$ cat config.mk
export PLATFORM = sky130hd
export DESIGN_NAME = fcsp_front_flat
export DESIGN_NICKNAME = d
export VERILOG_FILES = /design/src/hdl/fcsp_pkg.sv /design/src/hdl/fcsp_if.sv /design/src/hdl/fcsp_front.sv /design/src/flat_wrapper.sv
export SDC_FILE = /design/constraint.sdc
export NUM_CORES = 1
export LEC_CHECK = 0
export BUFFER_PORTS_ARGS = -buffer_cell sky130_fd_sc_hd__buf_2
export CAP_MARGIN = 25
export CORE_UTILIZATION = 57
export DETAILED_ROUTE_END_ITERATION = 10
export GPL_TIMING_DRIVEN = 0
export PLACE_DENSITY = 0.89
export SLEW_MARGIN = 15
export SYNTH_ARGS = -nofsm -noshare
export SYNTH_HDL_FRONTEND = slang
export SYNTH_SLANG_ARGS = --single-unit
$ cat constraint.sdc
create_clock -name clk_i -period 9.8 [get_ports clk_i]
set_input_delay 1.96 -clock clk_i [delete_from_list [all_inputs] [get_ports clk_i]]
set_output_delay 1.96 -clock clk_i [all_outputs]
set_load 0.005 [all_outputs]
$ cat src/hdl/fcsp_pkg.sv
`timescale 1ns / 1ps
package fcsp_pkg;
  localparam int MaxSets   = 64;
  localparam int MaxWays   = 8;
  localparam int AddrWidth = 48;
  localparam int SetW      = $clog2(MaxSets);
  localparam int WayW      = $clog2(MaxWays);
  localparam int CntW      = 32;

  localparam logic [1:0] RegBlockBits = 2'd0;
  localparam logic [1:0] RegSetBits   = 2'd1;
  localparam logic [1:0] RegWaysUsed  = 2'd2;

  localparam logic OpRead  = 1'b0;
  localparam logic OpWrite = 1'b1;

  // One classified access handed from the front end to the back end.
  typedef struct packed {
    logic                 is_write;
    logic [AddrWidth-1:0] blk;
    logic [AddrWidth-1:0] next_blk;
    logic [SetW-1:0]      set;
    logic [SetW-1:0]      next_set;
  } acc_t;

  typedef struct packed {
    logic          plain_hit;
    logic          prefetch_hit;
    logic [CntW-1:0] plain_mem_reads;
    logic [CntW-1:0] plain_mem_writes;
    logic [CntW-1:0] plain_hit_count;
    logic [CntW-1:0] plain_miss_count;
    logic [CntW-1:0] pf_mem_reads;
    logic [CntW-1:0] pf_mem_writes;
    logic [CntW-1:0] pf_hit_count;
    logic [CntW-1:0] pf_miss_count;
  } res_t;
endpackage

$ cat src/hdl/fcsp_if.sv
`timescale 1ns / 1ps
interface fcsp_in_if import fcsp_pkg::*; ();
  logic                 valid;
  logic                 ready;
  logic                 operation;
  logic [AddrWidth-1:0] address;
  modport source (output valid, operation, address, input ready);
  modport sink (input valid, operation, address, output ready);
endinterface


$ cat src/hdl/fcsp_front.sv
`timescale 1ns / 1ps
module fcsp_front import fcsp_pkg::*; (
  input  logic          clk_i,
  input  logic          rst_ni,
  fcsp_in_if.sink       in_s,
  input  logic [3:0]    block_bits_i,
  input  logic [2:0]    set_bits_i,
  output logic          q_valid_o,
  input  logic          q_ready_i,
  output acc_t          q_data_o
);
  // Two-entry queue toward the back end.
  acc_t       buf_q [2];
  logic       wr_q, rd_q;
  logic [1:0] cnt_q;
  acc_t       acc;
  logic [AddrWidth-1:0] nxt_addr;
  logic [SetW-1:0] smask;
  logic push, pop;

  assign smask    = SetW'((7'd1 << set_bits_i) - 7'd1);
  assign nxt_addr = in_s.address + (AddrWidth'(1) << block_bits_i);

  always_comb begin
    acc.is_write = (in_s.operation == OpWrite);
    acc.blk      = in_s.address >> block_bits_i;
    acc.next_blk = nxt_addr >> block_bits_i;
    acc.set      = acc.blk[SetW-1:0] & smask;
    acc.next_set = acc.next_blk[SetW-1:0] & smask;
  end

  assign in_s.ready = (cnt_q != 2'd2);
  assign push       = in_s.valid && in_s.ready;
  assign q_valid_o  = (cnt_q != 2'd0);
  assign pop        = q_valid_o && q_ready_i;
  assign q_data_o   = buf_q[rd_q];

  always_ff @(posedge clk_i) begin
    if (push) buf_q[wr_q] <= acc;
  end

  always_ff @(posedge clk_i or negedge rst_ni) begin
    if (!rst_ni) begin
      wr_q <= 1'b0;
      rd_q <= 1'b0;
      cnt_q <= 2'd0;
    end else begin
      if (push) wr_q <= ~wr_q;
      if (pop) rd_q <= ~rd_q;
      cnt_q <= cnt_q + {1'b0, push} - {1'b0, pop};
    end
  end
endmodule

$ cat src/flat_wrapper.sv
// flat-port wrapper written by rule: the top's interface ports become plain ports
module fcsp_front_flat import fcsp_pkg::*;
  (clk_i, rst_ni, block_bits_i, set_bits_i, q_valid_o, q_ready_i, q_data_o, in_s_valid, in_s_operation, in_s_address, in_s_ready);
  fcsp_in_if in_s_i ();
  input  logic clk_i;
  input  logic rst_ni;
  input  logic [3:0] block_bits_i;
  input  logic [2:0] set_bits_i;
  output logic q_valid_o;
  input  logic q_ready_i;
  output acc_t q_data_o;
  input wire logic [$bits(in_s_i.valid)-1:0] in_s_valid;
  input wire logic [$bits(in_s_i.operation)-1:0] in_s_operation;
  input wire logic [$bits(in_s_i.address)-1:0] in_s_address;
  output wire logic [$bits(in_s_i.ready)-1:0] in_s_ready;
  assign in_s_i.valid = in_s_valid;
  assign in_s_i.operation = in_s_operation;
  assign in_s_i.address = in_s_address;
  assign in_s_ready = in_s_i.ready;
  fcsp_front u_core (.clk_i(clk_i), .rst_ni(rst_ni), .in_s(in_s_i), .block_bits_i(block_bits_i), .set_bits_i(set_bits_i), .q_valid_o(q_valid_o), .q_ready_i(q_ready_i), .q_data_o(q_data_o));
endmodule
; ---- After elaboration in Yosys (flattened, before gate mapping)
; Memories as Yosys holds them, arrays and structs flattened.
; Cells that the tools add are included.
[op_classes]
add_sub_neg = 4
n_eq_ne = 1
shift = 4
mux = 2
bitwise_logic = 4
reduce_logical = 3
[ops]
columns = op, n
row1 = 48-bit by 4-bit >> shifter with 48-bit output, 2
row2 = 48-bit adder, 1
row3 = "1-bit by 4-bit left shift with 48-bit output, first input constant", 1
row4 = 6-bit AND, 2
row5 = "1-bit by 3-bit left shift with 6-bit output, first input constant", 1
row6 = "6-bit by 1-bit subtractor with 6-bit output, second input constant", 1
row7 = 2-bit by 1-bit adder with 2-bit output, 1
row8 = 1-bit logical AND, 2
row9 = 1-bit 2-to-1 mux, 2
row10 = "2-bit != test, second input constant", 1
row11 = 1-bit NOT, 2
row12 = 2-bit nonzero test, 1
row13 = 2-bit by 1-bit subtractor with 2-bit output, 1
[totals]
ff_bits = 4
mem_bits_rw = 218
inputBits = 60
output_inout_bits = 111
wordCells = 22
mem_count = 1
[mem_list]
columns = memory, depth, word_bits, read_ports, rd_ports_with_merged_regs, write_ports, line_no
row1 = u_core.buf_q, 2, 109, 1, 0, 1, fcsp_front.sv:13  ; acc_t buf_q [2];

; ---- Depth between registers and ports, before layout
; Gate-level depths: netlist of run 1.
[depth]
depth_word = 4
mapped_depth = 18
ltp_nobuf = 14

; ---- Least setup slack after synthesis of run 1
; No wires, ideal clock.
[synth_path]
kind = in2reg
startpoint = in in_s_valid
endpoint = mem u_core.buf_q[0][0] in the netlist's numbering, enable pin
setup_ps = 578
arrival_ps = 6583
required_time_ps = 9222
setup_slack_ps = 2639
cell_stages = 2
path_buffers = 0
cell_sequence = nand2_1 > nor2_1
[synth_between]
elab_chain_cells = 3
[synth_rtl]
columns = element, line_no
row1 = "start, declared", flat_wrapper.sv:12  ; input wire logic [$bits(in_s_i.valid)-1:0] in_s_valid;
row2 = 1-bit logical AND, fcsp_front.sv:33  ; assign push = in_s.valid && in_s.ready;
row3 = 1-bit 2-to-1 mux, fcsp_front.sv:39  ; if (push) buf_q[wr_q] <= acc;
row4 = 1-bit 2-to-1 mux (not written as such), fcsp_front.sv:39
row5 = "end, declared", fcsp_front.sv:13
; Every way passes these cells.

==> flow_metrics.env, run 1 <==
export IMPL_synth_simple_area_share=0.133
export IMPL_antenna_found_initial=1
export IMPL_synth_area_per_cell_um2=10.8
export IMPL_die_w_um=163
export IMPL_nFillCells=1910
export IMPL_start_util=0.582
export IMPL_synthMuxAreaShare=0.199
export IMPL_synth_xor_xnor_area_share=0.0233
export IMPL_track_usage=0.427
export IMPL_post_cts_buffers=0
export IMPL_cts_sinks=222
export IMPL_htree_num_levels=1
export IMPL_rsz0062_at_grt="no"
export IMPL_grt_max_degree=60
export IMPL_drc=0
export IMPL_vias=13300
export IMPL_min_period_over_period=0.830
export IMPL_wl_per_cell_um=30.2
export IMPL_netlist_instances=1362
export IMPL_tightestPinTransition_ns=1.07
export IMPL_grt_overflow=0
export IMPL_gp_congestion=1.03
export IMPL_grt_pass1_vias=12700
export IMPL_critPathBufInv=5
export IMPL_drv_cap=0
export IMPL_syn_area_um2=14700
export IMPL_syn_to_final_growth_pct=14.0
export IMPL_crit_type="in2reg"
export IMPL_io_buffers=159
export IMPL_dp_final_hpwl_um=43500
export IMPL_cp_end_kind="register"
export IMPL_firstDrtPassIters=10
export IMPL_ys_warn_count=0
export IMPL_drt_iter0_drc=1685
export IMPL_cts_buffers_inserted=22
export IMPL_cts_tree="yes"
export IMPL_setup_violations=0
export IMPL_synth_seq_cells=222
export IMPL_dieArea_um2=26400
export IMPL_synth_compound_area_frac=0.145
export IMPL_fmax_ghz=0.123
export IMPL_p_leak_nw=6.26
export IMPL_root_buffer="clkbuf_16"
export IMPL_period_needed_ns=8.14
export IMPL_post_place_ws_ns=1.56
export IMPL_critPathMaxFanout=10
export IMPL_hold_violations=0
export IMPL_clk_pin_slew_ns=0.07
export IMPL_async_reset_ff_frac=0.0180
export IMPL_synth_edf_count=218
export IMPL_slew_headroom=0.289
export IMPL_core_area_um2=25300
export IMPL_diodes=0
export IMPL_crit_family="compound AO/OA/AOI/OAI gates"
export IMPL_synth_ff_type="edfxtp_1"
export IMPL_hold_path_class="reg2reg"
export IMPL_io_pin_count=171
export IMPL_slowest_stage="nor2_1"
export IMPL_vdd_ir_drop_max_mv=0.277
export IMPL_slew_violations=0
export IMPL_grt_pass1_wl_um=81900
export IMPL_layout_drive_gt1_share=0.254
export IMPL_max_stage_delay_ns=0.80
export IMPL_arrival_ns=8.33
export IMPL_path_cells="buf_2 -> inv_1 -> buf_1 -> nand2_1 -> clkbuf_1 -> nor2_1 -> ha_1 -> buf_2 -> nand2_1 -> o211ai_2 -> a21oi_2 -> a211oi_2 -> nand3_1 -> xor2_1 -> a21boi_1 -> o21ai_0 -> a221oi_1"
export IMPL_status="finished clean"
export IMPL_synthesis_nets=1441
export IMPL_wirelength_um=57200
export IMPL_synth_top_family_by_area="multiplexers"
export IMPL_setup_slack_ns=1.66
export IMPL_synth_lib_cells_used_distinct=82
export IMPL_seq_area_frac_synth=0.452
export IMPL_cts_hold_buf=0
export IMPL_num_rows=58
export IMPL_final_antenna_net_count=0
export IMPL_skew_ns=0.0120
export IMPL_yosys_area_share_adder=0.0167
export IMPL_power_density_nw_per_um2=213
export IMPL_clock_path_buffers=3
export IMPL_clk_latency_ns=0.51
export IMPL_start_kind="primary input"
export IMPL_via_per_inst=7.03
export IMPL_tns_ns=0
export IMPL_post_cts_resized=0
export IMPL_crit_required_ns=9.99
export IMPL_nets=1629
export IMPL_dieHeight_um=163
cell usage after synthesis (5+ instances only):
cell type / instances / area, um2
o211ai_1: 12 / 90.1
xnor2_1: 20 / 175
nand4_1: 18 / 113
inv_1: 15 / 56.3
nand2_1: 137 / 514
a21oi_1: 82 / 410
o221ai_1: 11 / 96.3
nor4_1: 8 / 50.1
and3_1: 24 / 150
a211oi_1: 30 / 225
o21ai_0: 43 / 215
edfxtp_1: 218 / 6550
buf_2: 15 / 75.1
and4_1: 6 / 52.6
a211oi_2: 5 / 62.6
buf_1: 21 / 78.8
nor2_1: 106 / 398
nor2b_1: 14 / 87.6
o21a_1: 9 / 67.6
and2_1: 18 / 113
o22ai_1: 11 / 68.8
mux4_2: 19 / 428
xor2_1: 19 / 166
clkbuf_1: 58 / 218
a21o_1: 11 / 82.6
a31oi_1: 16 / 100
mux2i_1: 105 / 1050
nand3_1: 31 / 155
ha_1: 18 / 225
mux2_2: 126 / 1420
nor3_1: 28 / 140
stage by stage:
stage,hold WS (ns),std cells,util,area [um2],total power (W)
floorplan,0.459,1362,-,14700,0.00216
global placement,0.474,1851,0.630,15900,0.00263
detailed placement,0.519,1856,0.635,16000,0.00269
CTS,0.539,1896,0.663,16800,0.00354
global route,0.563,1896,0.663,16800,0.00367
finish,0.528,1896,0.663,16800,0.00357
state kept, by name, summed over array words and instances, names as in the netlist:
register / count
u_core.wr_q: 1
u_core.rd_q: 1
u_core.buf_q: 218
u_core.cnt_q: 2
per-layer routing:
layer	vias to the layer above	wire [um]	track usage
met5	-	0	0
met4	0	3120	0.207
met3	191	6350	0.0682
met2	1146	25900	0.686
met1	6413	21800	0.566
li1	5582	-	-
area by class of cell:
class | instances | area (um2) | share of cell area
multi-input combinational | 1027 | 7600 | 0.454
sequential | 222 | 6650 | 0.397
timing repair buffer | 164 | 918 | 0.0548
clock buffer | 31 | 646 | 0.0385
tap | 330 | 413 | 0.0246
buffer | 97 | 392 | 0.0234
clock inverter | 9 | 73.8 | 0.00441
inverter | 16 | 60.1 | 0.00359
placed cells by master, fill, tap and decap left out, types with 5 or more instances in the layout:
cell type  instances
buf_1             21
nand3_1           31
edfxtp_1         218
a211oi_2           5
nor3_1            28
and3_1            23
buf_2            174
o22ai_1           11
a31oi_1           16
nand2_1          137
o21ai_0           43
nand4_1           18
clkbuf_16         23
mux2i_1          105
nor2b_1           14
xnor2_1           20
a211oi_1          30
clkbuf_1          62
a21oi_1           82
nor2_1           105
mux4_2            19
o21a_1             9
nor4_1             8
and2_1            18
mux2_2           126
o221ai_1          11
a21o_1            11
o211ai_1          12
xor2_1            19
ha_1              18
inv_1             15
and4_1             6
kinds of logic (layout without fill, tap and decap cells):
kind of cell	Yosys count	count (layout)
fa+ha+maj	19	19
simple gates	412	412
buf+inv	113	317
mux	252	252
compound gates	305	305
flops	222	222
xor+xnor	39	39
final timing paths:
kind | start | endpoint | cells after the start | slack (ns)
hold reg to reg | u_core.cnt_q[1] | u_core.cnt_q[1] | 1 | 0.53
max in group asynchronous | rst_ni | u_core.rd_q | 1 | 8.43
setup reg to reg | u_core.cnt_q[1] | u_core.buf_q[0][23] | 5 | 7.73
min in group asynchronous | rst_ni | u_core.cnt_q[1] | 1 | 1.25
hold / removal | u_core.cnt_q[1] | u_core.cnt_q[1] | 1 | 0.53
setup / recovery | block_bits_i[0] | u_core.buf_q[0][36] | 17 | 1.66
report_power, final:
| group | internal [W] | switching [W] | total, W |
|---|---|---|---|
| clock | 0.000487 | 0.000362 | 0.000849 |
| combinational | 0.000549 | 0.000769 | 0.00132 |
| sequential | 0.00134 | 0.0000684 | 0.00140 |
| total | 0.00237 | 0.00120 | 0.00357 |
No activity file was read; power rests on OpenSTA's default activity.
==> inputs of run 2 (changes only) <==
--- a/config.mk
+++ b/config.mk
@@ -5,12 +5,13 @@
 export SDC_FILE = /design/constraint.sdc
 export NUM_CORES = 1
 export LEC_CHECK = 0
+export ABC_AREA = 1
 export BUFFER_PORTS_ARGS = -buffer_cell sky130_fd_sc_hd__buf_2
 export CAP_MARGIN = 25
-export CORE_UTILIZATION = 57
+export CORE_UTILIZATION = 54
 export DETAILED_ROUTE_END_ITERATION = 10
 export GPL_TIMING_DRIVEN = 0
-export PLACE_DENSITY = 0.89
+export PLACE_DENSITY = 0.88
 export SLEW_MARGIN = 15
 export SYNTH_ARGS = -nofsm -noshare
 export SYNTH_HDL_FRONTEND = slang
==> constraint.sdc (replaced) <==
create_clock -name clk_i -period 6.5 [get_ports clk_i]
set_input_delay 1.3 -clock clk_i [delete_from_list [all_inputs] [get_ports clk_i]]
set_output_delay 1.3 -clock clk_i [all_outputs]
set_load 0.005 [all_outputs]
==> run 2 against run 1 <==
Net effect:
- design area up 3.5%
- synthesized cell count increased by 55%
- sequential share of layout area down 1.3 points
- sequential power grew 49%
- clock-buffer cell count shrank 4
- global-route usage up 0.17 points
- combinational power rose by 63%
- die area increased by 8.5%
- wire length is 8.4% higher
- largest cell class unchanged
- highest routed layer unchanged
==> flow_metrics.env, run 2 <==
export IMPL_status="finished clean"
export IMPL_core_area_um2=27200
export IMPL_seq_area_frac_synth=0.440
export IMPL_post_cts_buffers=0
export IMPL_nFillCells=2375
export IMPL_slew_headroom=0.372
export IMPL_synth_edf_count=218
export IMPL_placedCellCount=2665
export IMPL_synthesis_nets=2196
export IMPL_cts_sinks=222
export IMPL_p_leak_nw=8.28
export IMPL_die_w_um=169
export IMPL_diodes=0
export IMPL_dieHeight_um=169
export IMPL_skew_ns=0.0267
export IMPL_grt_pass1_wl_um=90900
export IMPL_start_kind="primary input"
export IMPL_layout_drive_gt1_share=0.120
export IMPL_root_buffer="clkbuf_16"
export IMPL_hold_path_class="in2async"
export IMPL_largest_reg_flops=218
export IMPL_final_cells=2705
export IMPL_netlist_instances=2117
export IMPL_rsz0062_at_grt="no"
export IMPL_max_stage_delay_ns=0.51
export IMPL_min_period_over_period=0.830
export IMPL_setup_violations=0
export IMPL_hold_violations=0
export IMPL_slowest_stage="nor2_1"
export IMPL_wirelength_um=62000
export IMPL_fin_hold_ws_ns=0.589
export IMPL_synth_seq_cells=222
export IMPL_reg_top3="u_core.buf_q (218), u_core.cnt_q (2)"
export IMPL_cts_hold_buf=0
export IMPL_grt_overflow=0
export IMPL_synth_ff_type="edfxtp_1"
export IMPL_utilization=0.638
export IMPL_synth_area_per_cell_um2=7.14
export IMPL_wl_per_cell_um=22.9
export IMPL_fmax_ghz=0.185
export IMPL_nets=2397
export IMPL_crit_type="in2reg"
export IMPL_synth_common_cells="nand2_1 (873), nand3_1 (371), edfxtp_1 (218), inv_1 (169), o21ai_0 (123)"
export IMPL_cts_tree="yes"
export IMPL_critPathMaxFanout=10
export IMPL_grt_max_degree=30
export IMPL_clk_latency_ns=0.53
export IMPL_synth_top_area_share=0.433
export IMPL_period_needed_ns=5.40
export IMPL_yosysMostFrequentCell="nand2_1"
export IMPL_vias=16500
export IMPL_post_cts_resized=0
export IMPL_grt_pass1_vias=15200
export IMPL_clk_pin_slew_ns=0.06
export IMPL_io_pin_count=171
export IMPL_htree_num_levels=1
export IMPL_firstDrtPassIters=7
export IMPL_dieArea_um2=28700
export IMPL_layout_commonest_cell="nand2_1"
export IMPL_synth_lib_cells_used_distinct=39
export IMPL_async_reset_ff_frac=0.0180
export IMPL_syn_to_final_growth_pct=14.7
export IMPL_mostFrequentLayoutCells="nand2_1 (873), nand3_1 (371), edfxtp_1 (218)"
export IMPL_drv_cap=0
export IMPL_num_rows=60
export IMPL_final_antenna_net_count=0
export IMPL_ys_warn_count=0
export IMPL_clock_path_buffers=3
export IMPL_path_cells="buf_2 -> buf_2 -> buf_2 -> nor2_1 -> inv_1 -> nor2_1 -> inv_1 -> nor2_1 -> ha_1 -> nand2_1 -> inv_1 -> nand2_1 -> nand2_1 -> inv_1 -> nand3_1 -> nand2_1 -> nand2_1 -> nand2_1 -> nand3_1 -> nand2_1 -> nand2_1 -> nand3_1 -> nand3_1 -> a21oi_1"
export IMPL_gp_congestion=1.13
export IMPL_crit_required_ns=6.84
export IMPL_io_buffers=168
export IMPL_critPathBufInv=7
export IMPL_arrival_ns=5.73
export IMPL_syn_area_um2=15100
export IMPL_synth_area_leaders="edfxtp_1 (43%), nand2_1 (22%), nand3_1 (12%), inv_1 (4.2%), o21ai_0 (4.1%)"
export IMPL_drt_iter0_drc=2604
export IMPL_dp_final_hpwl_um=49200
export IMPL_synth_top_area_cell="edfxtp_1"
export IMPL_via_per_inst=6.08
export IMPL_regMostFlops="u_core.buf_q"
export IMPL_slew_violations=0
export IMPL_path_common_cell="nand2_1"
export IMPL_antenna_found_initial=0
export IMPL_crit_family="simple AND/OR/NAND/NOR gates"
export IMPL_cp_end_kind="register"
export IMPL_cts_buffers_inserted=23
export IMPL_drc=0
export IMPL_vdd_ir_drop_max_mv=0.206
export IMPL_tightestPinTransition_ns=0.932
export IMPL_start_util=0.556
export IMPL_track_usage=0.429
export IMPL_power_density_nw_per_um2=318
run 2: cell count changes after synthesis, sizes merged, moves of 17 or more:
cell / change
nand2: +743
nand3: +343
inv: +156
mux2: -127
mux2i: -79
o21ai: +75
a21oi: -72
a211oi: -35
and3: -22
mux4: -19
and2: -18
buf: +17
run 2: final cells by class:
cell class                 count  area [um2]  area share
buffer                       104         490      0.0283
clock buffer                  27         591      0.0341
clock inverter                13         128     0.00736
inverter                     173         649      0.0374
multi-input combinational   1618        7350       0.424
sequential                   222        6650       0.383
tap                          372         465      0.0268
timing repair buffer         176        1020      0.0590
run 2: stage by stage:
stage          power [W]  instance area (um2)  setup slack [ns]  TNS, ns
2_1_floorplan    0.00321                15100          -0.00391   -0.426
5_1_grt          0.00575                17300             0.905        0
3_3_place_gp     0.00407                16400             -2.26  -243.97
4_1_cts          0.00546                17300              1.38        0
6_report         0.00552                17300              1.10        0
3_5_place_dp     0.00416                16600             0.870        0
run 2: logic make-up after synthesis:
family / after synthesis / synth area share
buffers and inverters: 277 / 0.0754
XOR/XNOR: 10 / 0.00579
adder cells (fa/ha/maj): 19 / 0.0162
AO/OA/AOI/OAI: 154 / 0.0535
AND/OR/NAND/NOR: 1408 / 0.392
multiplexers: 27 / 0.0179
flip-flops: 222 / 0.440
run 2: path summary, 6_finish.rpt:
check,start,to,slack (ns),cells after the start
min in group clk_i,u_core.wr_q,u_core.wr_q,0.59,2
hold reg to reg,u_core.wr_q,u_core.wr_q,0.59,2
hold / removal,rst_ni,u_core.cnt_q[0],0.59,1
max in group asynchronous,rst_ni,u_core.rd_q,5.78,1
setup / recovery,block_bits_i[0],u_core.buf_q[1][2],1.10,24
setup reg to reg,u_core.cnt_q[0],u_core.buf_q[0][104],4.53,6
run 2: power breakdown:
part	internal, W	leakage, nW	switching (W)
Combinational	0.000682	5.83	0.00147
Clock	0.000731	0.354	0.000546
Sequential	0.00200	2.09	0.0000946
Total	0.00341	8.28	0.00211
run 2: layer usage:
metal | vias up | wire length [um] | global-route usage | share of wire
met5 | - | 0 | 0 | 0
met4 | 0 | 3600 | 0.221 | 0.058
met3 | 193 | 7940 | 0.0800 | 0.13
met2 | 1332 | 26100 | 0.646 | 0.42
met1 | 7530 | 24400 | 0.591 | 0.39
li1 | 7402 | - | - | -
